File: src/hw/rtl/swmd_pkg.sv
// shared types and constants for the sliding window median deviation sum
package swmd_pkg;

  localparam int WINDOW_MAX_DEF  = 64;
  localparam int SAMPLE_BITS_DEF = 16;
  localparam int SAMPLE_W        = 16;
  localparam int COST_W          = 21;
  localparam int WSIZE_W         = 7;
  localparam int IN_TDATA_W      = 16;
  localparam int OUT_TDATA_W     = 24;
  localparam int CFG_DATA_W      = 8;

  typedef enum logic [1:0] {
    ST_IDLE,
    ST_LOAD,
    ST_SCAN,
    ST_DONE
  } state_t;

  // control broadcast to every cell of the sorted row
  typedef struct packed {
    logic ins;       // insert the new word this cycle
    logic del_any;   // the oldest entry leaves the row
    logic del_low;   // leaving entry sits below the insert point
    logic load;      // copy the row into the scan line
    logic shift;     // move the scan line one cell toward cell zero
  } cell_ctrl_t;

endpackage

File: src/hw/rtl/swmd_cell.sv
// one cell of the sorted row: value, age and its scan-line stage
module swmd_cell #(
  parameter int SB = 16,
  parameter int AW = 6,
  parameter int CW = 7,
  parameter int WMAX = 64
) (
  input  logic                  clk,
  input  logic                  rst,
  input  swmd_pkg::cell_ctrl_t  ctrl,
  input  logic [SB-1:0]         new_val,
  input  logic [CW-1:0]         win,
  input  logic [SB-1:0]         left_val,
  input  logic [AW-1:0]         left_age,
  input  logic                  left_valid,
  input  logic                  left_g,
  input  logic [SB-1:0]         right_val,
  input  logic [AW-1:0]         right_age,
  input  logic                  right_valid,
  input  logic                  right_g,
  input  logic                  del_before,
  input  logic                  del_at_or_before,
  input  logic [SB-1:0]         scan_in_val,
  input  logic                  scan_in_act,
  output logic [SB-1:0]         val,
  output logic [AW-1:0]         age,
  output logic                  valid,
  output logic                  g,
  output logic                  del,
  output logic [SB-1:0]         scan_val,
  output logic                  scan_act
);
  import swmd_pkg::*;

  logic [SB-1:0] val_next;
  logic [AW-1:0] age_next;
  logic          valid_next;

  // compare against the incoming word and flag the entry that ages out
  assign g   = !valid || (val > new_val);
  assign del = valid && (age == AW'(WMAX - 1));

  // choose keep, take new, take left or take right
  always_comb begin
    val_next   = val;
    age_next   = age + AW'(1);
    valid_next = valid;
    if (!ctrl.del_any) begin
      if (g && !left_g) begin
        val_next = new_val; age_next = '0; valid_next = 1'b1;
      end else if (g) begin
        val_next = left_val; age_next = left_age + AW'(1); valid_next = left_valid;
      end
    end else if (ctrl.del_low) begin
      if (del_at_or_before && !g) begin
        if (right_g) begin
          val_next = new_val; age_next = '0; valid_next = 1'b1;
        end else begin
          val_next = right_val; age_next = right_age + AW'(1); valid_next = right_valid;
        end
      end
    end else begin
      if (g && !left_g) begin
        val_next = new_val; age_next = '0; valid_next = 1'b1;
      end else if (g && !del_before) begin
        val_next = left_val; age_next = left_age + AW'(1); valid_next = left_valid;
      end
    end
  end

  // row state
  always_ff @(posedge clk) begin
    if (rst) begin
      valid <= 1'b0;
    end else if (ctrl.ins) begin
      valid <= valid_next;
    end
  end

  always_ff @(posedge clk) begin
    if (ctrl.ins) begin
      val <= val_next;
      age <= age_next;
    end
  end

  // scan line stage
  always_ff @(posedge clk) begin
    if (ctrl.load) begin
      scan_val <= val;
      scan_act <= valid && (CW'(age) < win);
    end else if (ctrl.shift) begin
      scan_val <= scan_in_val;
      scan_act <= scan_in_act;
    end
  end

endmodule

File: config.mk
export PLATFORM = sky130hd
export DESIGN_NAME = swmd_cell
export DESIGN_NICKNAME = d
export VERILOG_FILES = /design/src/hw/rtl/swmd_pkg.sv /design/src/hw/rtl/swmd_cell.sv
export SDC_FILE = /design/constraint.sdc
export NUM_CORES = 1
export LEC_CHECK = 0
export ABC_AREA = 0
export BUFFER_PORTS_ARGS = -buffer_cell sky130_fd_sc_hd__clkbuf_2
export CAP_MARGIN = 20
export CORE_MARGIN = 2
export CORE_UTILIZATION = 46
export DETAILED_ROUTE_END_ITERATION = 10
export GPL_TIMING_DRIVEN = 0
export PLACE_DENSITY = 0.93
export SLEW_MARGIN = 30
export SYNTH_ARGS = -nofsm -noshare
export SYNTH_HDL_FRONTEND = slang
export SYNTH_SLANG_ARGS = --single-unit
File: constraint.sdc
create_clock -name clk -period 3.75 [get_ports clk]
set_input_delay 0.75 -clock clk [delete_from_list [all_inputs] [get_ports clk]]
set_output_delay 0.75 -clock clk [all_outputs]
set_load 0.03 [all_outputs]
==> flow_metrics.py, run 1 <==
metrics = {
    "sta": {
        "rsz0062_at_grt": "false",
        "tns_ns": 0,
        "finalClockSkew_ns": 0.00712,
        "finalSetupViolCount": 0,
        "finalHoldViolations": 0,
        "maxSlewHeadroom_pct": 42.5,
        "tightest_slew_ns": 0.862,
        "clock.fmax_ghz": 0.289,
        "fin_crit_ns": 3.45,
        "slew_violations": 0,
        "period_share_pct": 92.1,
    },
    "logic_synthesis": {
        "synth_cell_types": 44,
        "syn-num-nets": 368,
        "synthesis.instances": 247,
        "ys_seq_area_share_pct": 44.1,
        "synthTopCellsByArea": "edfxtp_1 43%, ha_1 11%, mux2_2 6.7%",
        "synth_top_area_cell": "edfxtp_1",
        "avgSynthCellArea_um2": 10.9,
        "synth_top_area_share_pct": 43.4,
        "yosys_warnings": 0,
        "ys_ff_latch": 40,
        "synth_area_mm2": 0.00270,
    },
    "run_status": {
        "outcome": "complete, no violations",
    },
    "place": {
        "routabilityCongestion": 0.868,
        "portBuffers": 137,
        "hpwlAfterDp_mm": 5.96,
        "placed_cells": 456,
        "place_area_mm2": 0.00347,
    },
    "global_route": {
        "grt_max_degree": 18,
        "grt_first_pass_wirelength_mm": 11.2,
        "antenna_found_initial": 0,
        "grt_pass1_vias": 2395,
        "grt_use_total_pct": 22.7,
        "grt_overflow": 0,
    },
    "route": {
        "vias": 2510,
        "drt-initial-drc-count": 155,
        "drtAntennaViolNets": 0,
        "drc": 0,
        "drtPass1Iterations": 5,
        "via_per_inst": 5.41,
        "routedWlPerCell_um": 15.7,
        "routed_wl_mm": 7.27,
    },
    "clock_network": {
        "cts_tree": "built",
        "root_buffer": "clkbuf_8",
        "ctsResizeCount": 0,
        "path_clk_slew_ns": 0.08,
        "clock_sinks": 40,
        "post_cts_buffers": 0,
        "cts-buffers-inserted": 5,
        "htree_num_levels": 2,
        "hold_buffers": 0,
        "cts_buffer_depth": 2,
        "clk_latency_ns": 0.29,
    },
    "floorplanning": {
        "die_height_um": 80.6,
        "row_count": 27,
        "io_pins": 139,
        "core-area_mm2": 0.00557,
        "die-area_mm2": 0.00650,
        "die_w_um": 80.6,
        "initial_core_util_pct": 48.4,
    },
    "critical_path": {
        "cp_max_fo": 5,
        "crit_slowest_cell": "or4_1",
        "critical_path_class": "input pin to primary output",
        "crit_family": "simple AND/OR/NAND/NOR gates",
        "crit_path_max_incr_delay_ns": 0.57,
        "crit_arrival_ns": 2.70,
        "cp.required_ns": 3.00,
        "cp_cell_sequence": "clkbuf_2, inv_1, ha_1, nand4_2, or4_1, nor3_2, inv_1, and2_4, clkbuf_2",
        "worstSetupStartpointType": "input pin",
        "crit_path_end_kind": "primary output",
        "crit_buf_inv": 4,
    },
    "hold_path": {
        "hold_path_class": "register to register",
    },
    "power_and_ir_drop": {
        "leakage_nw": 1.71,
        "ir_drop_mv": 0.218,
        "p_per_area_mw_per_mm2": 378,
        "switching_share_pct": 32.6,
        "netSwitchingPower_w": 0.000443,
        "pwr-share-seq_pct": 43.5,
        "total_power_w": 0.00136,
        "p_clk_share_pct": 26.6,
        "internal-power_w": 0.000916,
        "combPwrFrac_pct": 29.9,
    },
    "cells_and_area": {
        "antenna_cells": 0,
        "stdcell_area_mm2": 0.00359,
        "drive_above_1_share_pct": 44.1,
        "area.growth.synth_to_final_pct": 33.1,
        "stdcell_count": 464,
        "fin_nets": 512,
    },
    "flow_run": {
        "max-cap-violations": 0,
    },
}
worst min-delay path, cell delays in order (launching register included):
cell and delay (ns):
dfxtp_1 0.39, nand2b_1 0.10, mux2i_1 0.05
power groups by stage:
| stage | sequential, W | combinational, W | clock [W] |
|---|---|---|---|
| floorplan | 0.000684 | 0.000172 | 0 |
| detailed placement | 0.000601 | 0.000405 | 0 |
| CTS | 0.000590 | 0.000407 | 0.000370 |
| global placement | 0.000597 | 0.000392 | 0 |
| finish | 0.000591 | 0.000407 | 0.000361 |
| global route | 0.000596 | 0.000446 | 0.000388 |
registers in the layout, indices dropped and copies added, names as in the netlist:
| name | flops |
|---|---|
| age | 6 |
| scan_act | 1 |
| scan_val | 16 |
| val | 16 |
| valid | 1 |
cells in the mapped netlist, drive strengths merged:
cell and instances:
buf 3, or4 2, o21bai 1, a211oi 1
nor4b 1, and3 1, xor2 7, nand2b 3
a31oi 1, nor2b 4, nand4 2, or2 1
nor3b 1, a22oi 21, and4 2, a21oi 10
a21o 4, a2111oi 1, a221o 1, nand2 12
or2b 1, mux2 16, or4b 1, xnor2 5
nor2 7, o21ai 24, nand3b 1, mux2i 2
and2 2, ha 24, clkbuf 4, o221ai 2
inv 27, edfxtp 39, nand3 10, dfxtp 1
nor3 2
layer usage:
layer | share of wire (%) | vias to the layer above | track usage [%]
li1 | - | 1212 | -
met1 | 39 | 1151 | 26.7
met2 | 52 | 137 | 41.1
met3 | 7.2 | 10 | 3.82
met4 | 1.6 | 0 | 8.47
met5 | 0 | - | 0
logic make-up (layout without fill, tap and decap cells):
kind of cell | count (synthesis) | in the layout | synth area share [%]
DFF | 40 | 40 | 44.1
xor gates and xnor gates | 12 | 12 | 3.89
and+or+nand+nor | 53 | 53 | 11.3
AOI/OAI and AO/OA | 66 | 66 | 16.6
muxes | 18 | 18 | 7.42
adders and majority gates | 24 | 24 | 11.1
buffers and inverters | 34 | 179 | 5.56
cells in the final DEF, fill, tap and decap left out, types with 2 or more instances in the layout:
| master | count |
|---|---|
| xor2_1 | 7 |
| or4_1 | 2 |
| ha_1 | 24 |
| o221ai_1 | 2 |
| nor2_1 | 7 |
| xnor2_1 | 5 |
| mux2_2 | 16 |
| nand2_1 | 12 |
| mux2i_1 | 2 |
| a21oi_1 | 8 |
| clkbuf_1 | 4 |
| nor2b_1 | 4 |
| inv_1 | 27 |
| clkbuf_2 | 137 |
| o21ai_0 | 23 |
| a22oi_1 | 20 |
| nand3_1 | 10 |
| a21o_1 | 4 |
| edfxtp_1 | 39 |
| clkbuf_8 | 5 |
| nand2b_1 | 3 |
| buf_6 | 3 |
| clkinv_4 | 2 |
| and4_1 | 2 |
worst paths after layout:
kind | cells after the start | end | slack (ns) | startpoint
setup / recovery | 9 | g | 0.30 | new_val[15]
hold / removal | 2 | valid$_SDFFE_PP0P_ | 0.59 | valid$_SDFFE_PP0P_
setup reg to reg | 7 | val[12]$_DFFE_PP_ | 0.40 | val[15]$_DFFE_PP_
hold reg to reg | 2 | valid$_SDFFE_PP0P_ | 0.59 | valid$_SDFFE_PP0P_
per-stage QoR:
stage / worst slack (ns) / util (%) / hold WS, ns
after floorplan: 0.590 / - / 0.646
after global placement: 0.0814 / 62.3 / 0.570
final: 0.295 / 64.4 / 0.590
after global routing: 0.164 / 64.4 / 0.626
after CTS: 0.289 / 64.4 / 0.583
after detailed placement: 0.0369 / 62.3 / 0.572
final cells by class:
| cell class | count | area (um^2) |
|---|---|---|
| Buffer | 7 | 48.8 |
| Clock buffer | 5 | 68.8 |
| Clock inverter | 3 | 47.5 |
| Fill cell | 477 | 1980 |
| Inverter | 27 | 101 |
| Multi-Input combinational cell | 173 | 1360 |
| Sequential cell | 40 | 1190 |
| Tap cell | 72 | 90.1 |
| Timing Repair Buffer | 137 | 686 |
Power figures use the tool's default switching activity.
==> inputs of run 2 (changes only) <==
CORE_ASPECT_RATIO = 2   (was default)
GPL_TIMING_DRIVEN = default   (was 0)
HOLD_SLACK_MARGIN = 0.05   (was default)
==> run 2 against run 1 <==
Fmax up 0.83%. Global-route usage up 0.85 points. Design area down 0.42%. Largest power group unchanged.
==> flow_metrics.py, run 2 (synthesis results as in run 1) <==
metrics = {
    "critical_path": {
        "critical_path_class": "input pin to primary output",
        "worstSetupStartpointType": "input pin",
        "cp.required_ns": 3.00,
        "crit_path_end_kind": "primary output",
        "cp_max_fo": 5,
        "crit_slowest_cell": "or4_1",
        "cp_cell_sequence": "clkbuf_2, inv_1, ha_1, nand4_2, or4_1, nor3_2, inv_1, and2_4, clkbuf_2",
        "crit_path_max_incr_delay_ns": 0.57,
        "crit_arrival_ns": 2.68,
    },
    "route": {
        "routedWlPerCell_um": 16.7,
        "routed_wl_mm": 7.52,
        "vias": 2472,
        "drtPass1Iterations": 4,
        "via_per_inst": 5.49,
        "drt-initial-drc-count": 109,
        "drtAntennaViolNets": 0,
        "drc": 0,
    },
    "clock_network": {
        "path_clk_slew_ns": 0.06,
        "ctsResizeCount": 0,
        "hold_buffers": 0,
        "cts_tree": "built",
        "root_buffer": "clkbuf_16",
        "clock_sinks": 40,
        "htree_num_levels": 2,
        "cts-buffers-inserted": 5,
        "clk_latency_ns": 0.28,
        "post_cts_buffers": 0,
        "cts_buffer_depth": 2,
    },
    "power_and_ir_drop": {
        "netSwitchingPower_w": 0.000444,
        "internal-power_w": 0.000959,
        "switching_share_pct": 31.6,
        "combPwrFrac_pct": 29.2,
        "ir_drop_mv": 0.306,
        "leakage_nw": 1.71,
        "p_per_area_mw_per_mm2": 392,
        "p_clk_share_pct": 28.8,
        "pwr-share-seq_pct": 42.0,
    },
    "flow_run": {
        "max-cap-violations": 0,
    },
    "sta": {
        "clock.fmax_ghz": 0.292,
        "tightest_slew_ns": 0.575,
        "maxSlewHeadroom_pct": 60.6,
        "setup_ws_ns": 0.323,
        "finalSetupViolCount": 0,
        "finalHoldViolations": 0,
        "rsz0062_at_grt": "false",
        "finalClockSkew_ns": 0.00676,
        "period_share_pct": 91.4,
        "fin_crit_ns": 3.43,
        "tns_ns": 0,
        "slew_violations": 0,
    },
    "place": {
        "routabilityCongestion": 0.921,
        "portBuffers": 138,
        "hpwlAfterDp_mm": 6.02,
        "dp_slack_ns": 0.315,
    },
    "global_route": {
        "grt_use_total_pct": 23.6,
        "grt_first_pass_wirelength_mm": 11.8,
        "grt_pass1_vias": 2669,
        "grt_max_degree": 21,
        "grt_overflow": 0,
        "antenna_found_initial": 0,
    },
    "floorplanning": {
        "io_pins": 139,
        "initial_core_util_pct": 47.3,
        "row_count": 39,
        "die-area_mm2": 0.00653,
        "core-area_mm2": 0.00571,
        "die_w_um": 58.2,
        "die_height_um": 112,
    },
    "cells_and_area": {
        "top_regs": "scan_val: 16 flops, val: 16 flops, age: 6 flops",
        "antenna_cells": 0,
        "area.growth.synth_to_final_pct": 32.5,
        "fin_nets": 509,
        "drive_above_1_share_pct": 44.0,
        "utilization_pct": 62.6,
        "layout_commonest_cell": "clkbuf_2",
        "nFillCells": 484,
        "layout_common_cells": "138 x clkbuf_2, 39 x edfxtp_1, 27 x inv_1",
    },
    "run_status": {
        "outcome": "complete, no violations",
    },
    "hold_path": {
        "hold_path_class": "register to register",
    },
}
## run 2: cell types whose count changed in the layout (fill, tap and decap cells not counted), sizes merged
cell    before  now
bufinv       1    0
clkinv       2    1
clkbuf     146  145
## run 2: layer usage
metal	GRT usage (%)	wire length [um]
met1	22.6	2540
met2	46.7	4430
met3	2.19	335
met4	11.2	218
met5	0	0
## run 2: layout make-up
type	instances	area, um^2	share of cell area, %
flip-flops and latches	40	1190	33.3
repair buffers	141	713	19.9
well taps	61	76.3	2.13
clock buffers	7	133	3.71
multi-input cells	173	1360	38.0
clock inverters	1	3.75	0.105
inverters	27	101	2.83
## run 2: power by group through the flow
stage | registers, W | logic [W] | clock network [W]
detailed placement | 0.000599 | 0.000410 | 0
floorplan | 0.000684 | 0.000172 | 0
global placement | 0.000596 | 0.000396 | 0
finish | 0.000589 | 0.000410 | 0.000404
global route | 0.000595 | 0.000448 | 0.000432
CTS | 0.000590 | 0.000412 | 0.000410
## run 2: final timing paths
kind | start | end | slack [ns] | depth (start not counted)
setup reg to reg | val[15]$_DFFE_PP_ | val[3]$_DFFE_PP_ | 0.82 | 8
hold / removal | val[8]$_DFFE_PP_ | scan_val[8]$_DFFE_PP_ | 0.62 | 1
setup / recovery | new_val[15] | g | 0.32 | 9
hold reg to reg | val[8]$_DFFE_PP_ | scan_val[8]$_DFFE_PP_ | 0.62 | 1
## run 2: per-stage QoR
stage / hold slack [ns] / power (W) / cell area [um^2] / cells
floorplan: 0.646 / 0.000855 / 2700 / 247
global placement: 0.611 / 0.000991 / 3440 / 442
detailed placement: 0.611 / 0.00101 / 3440 / 442
CTS: 0.624 / 0.00141 / 3580 / 450
global route: 0.649 / 0.00148 / 3580 / 450
finish: 0.621 / 0.00140 / 3580 / 450
## run 2: worst max-delay path, delay by kind of cell
family | cells | cell delay, ns
buffers and inverters | 4 | 0.42
and+or+nand+nor | 4 | 1.17
adders and majority gates | 1 | 0.34
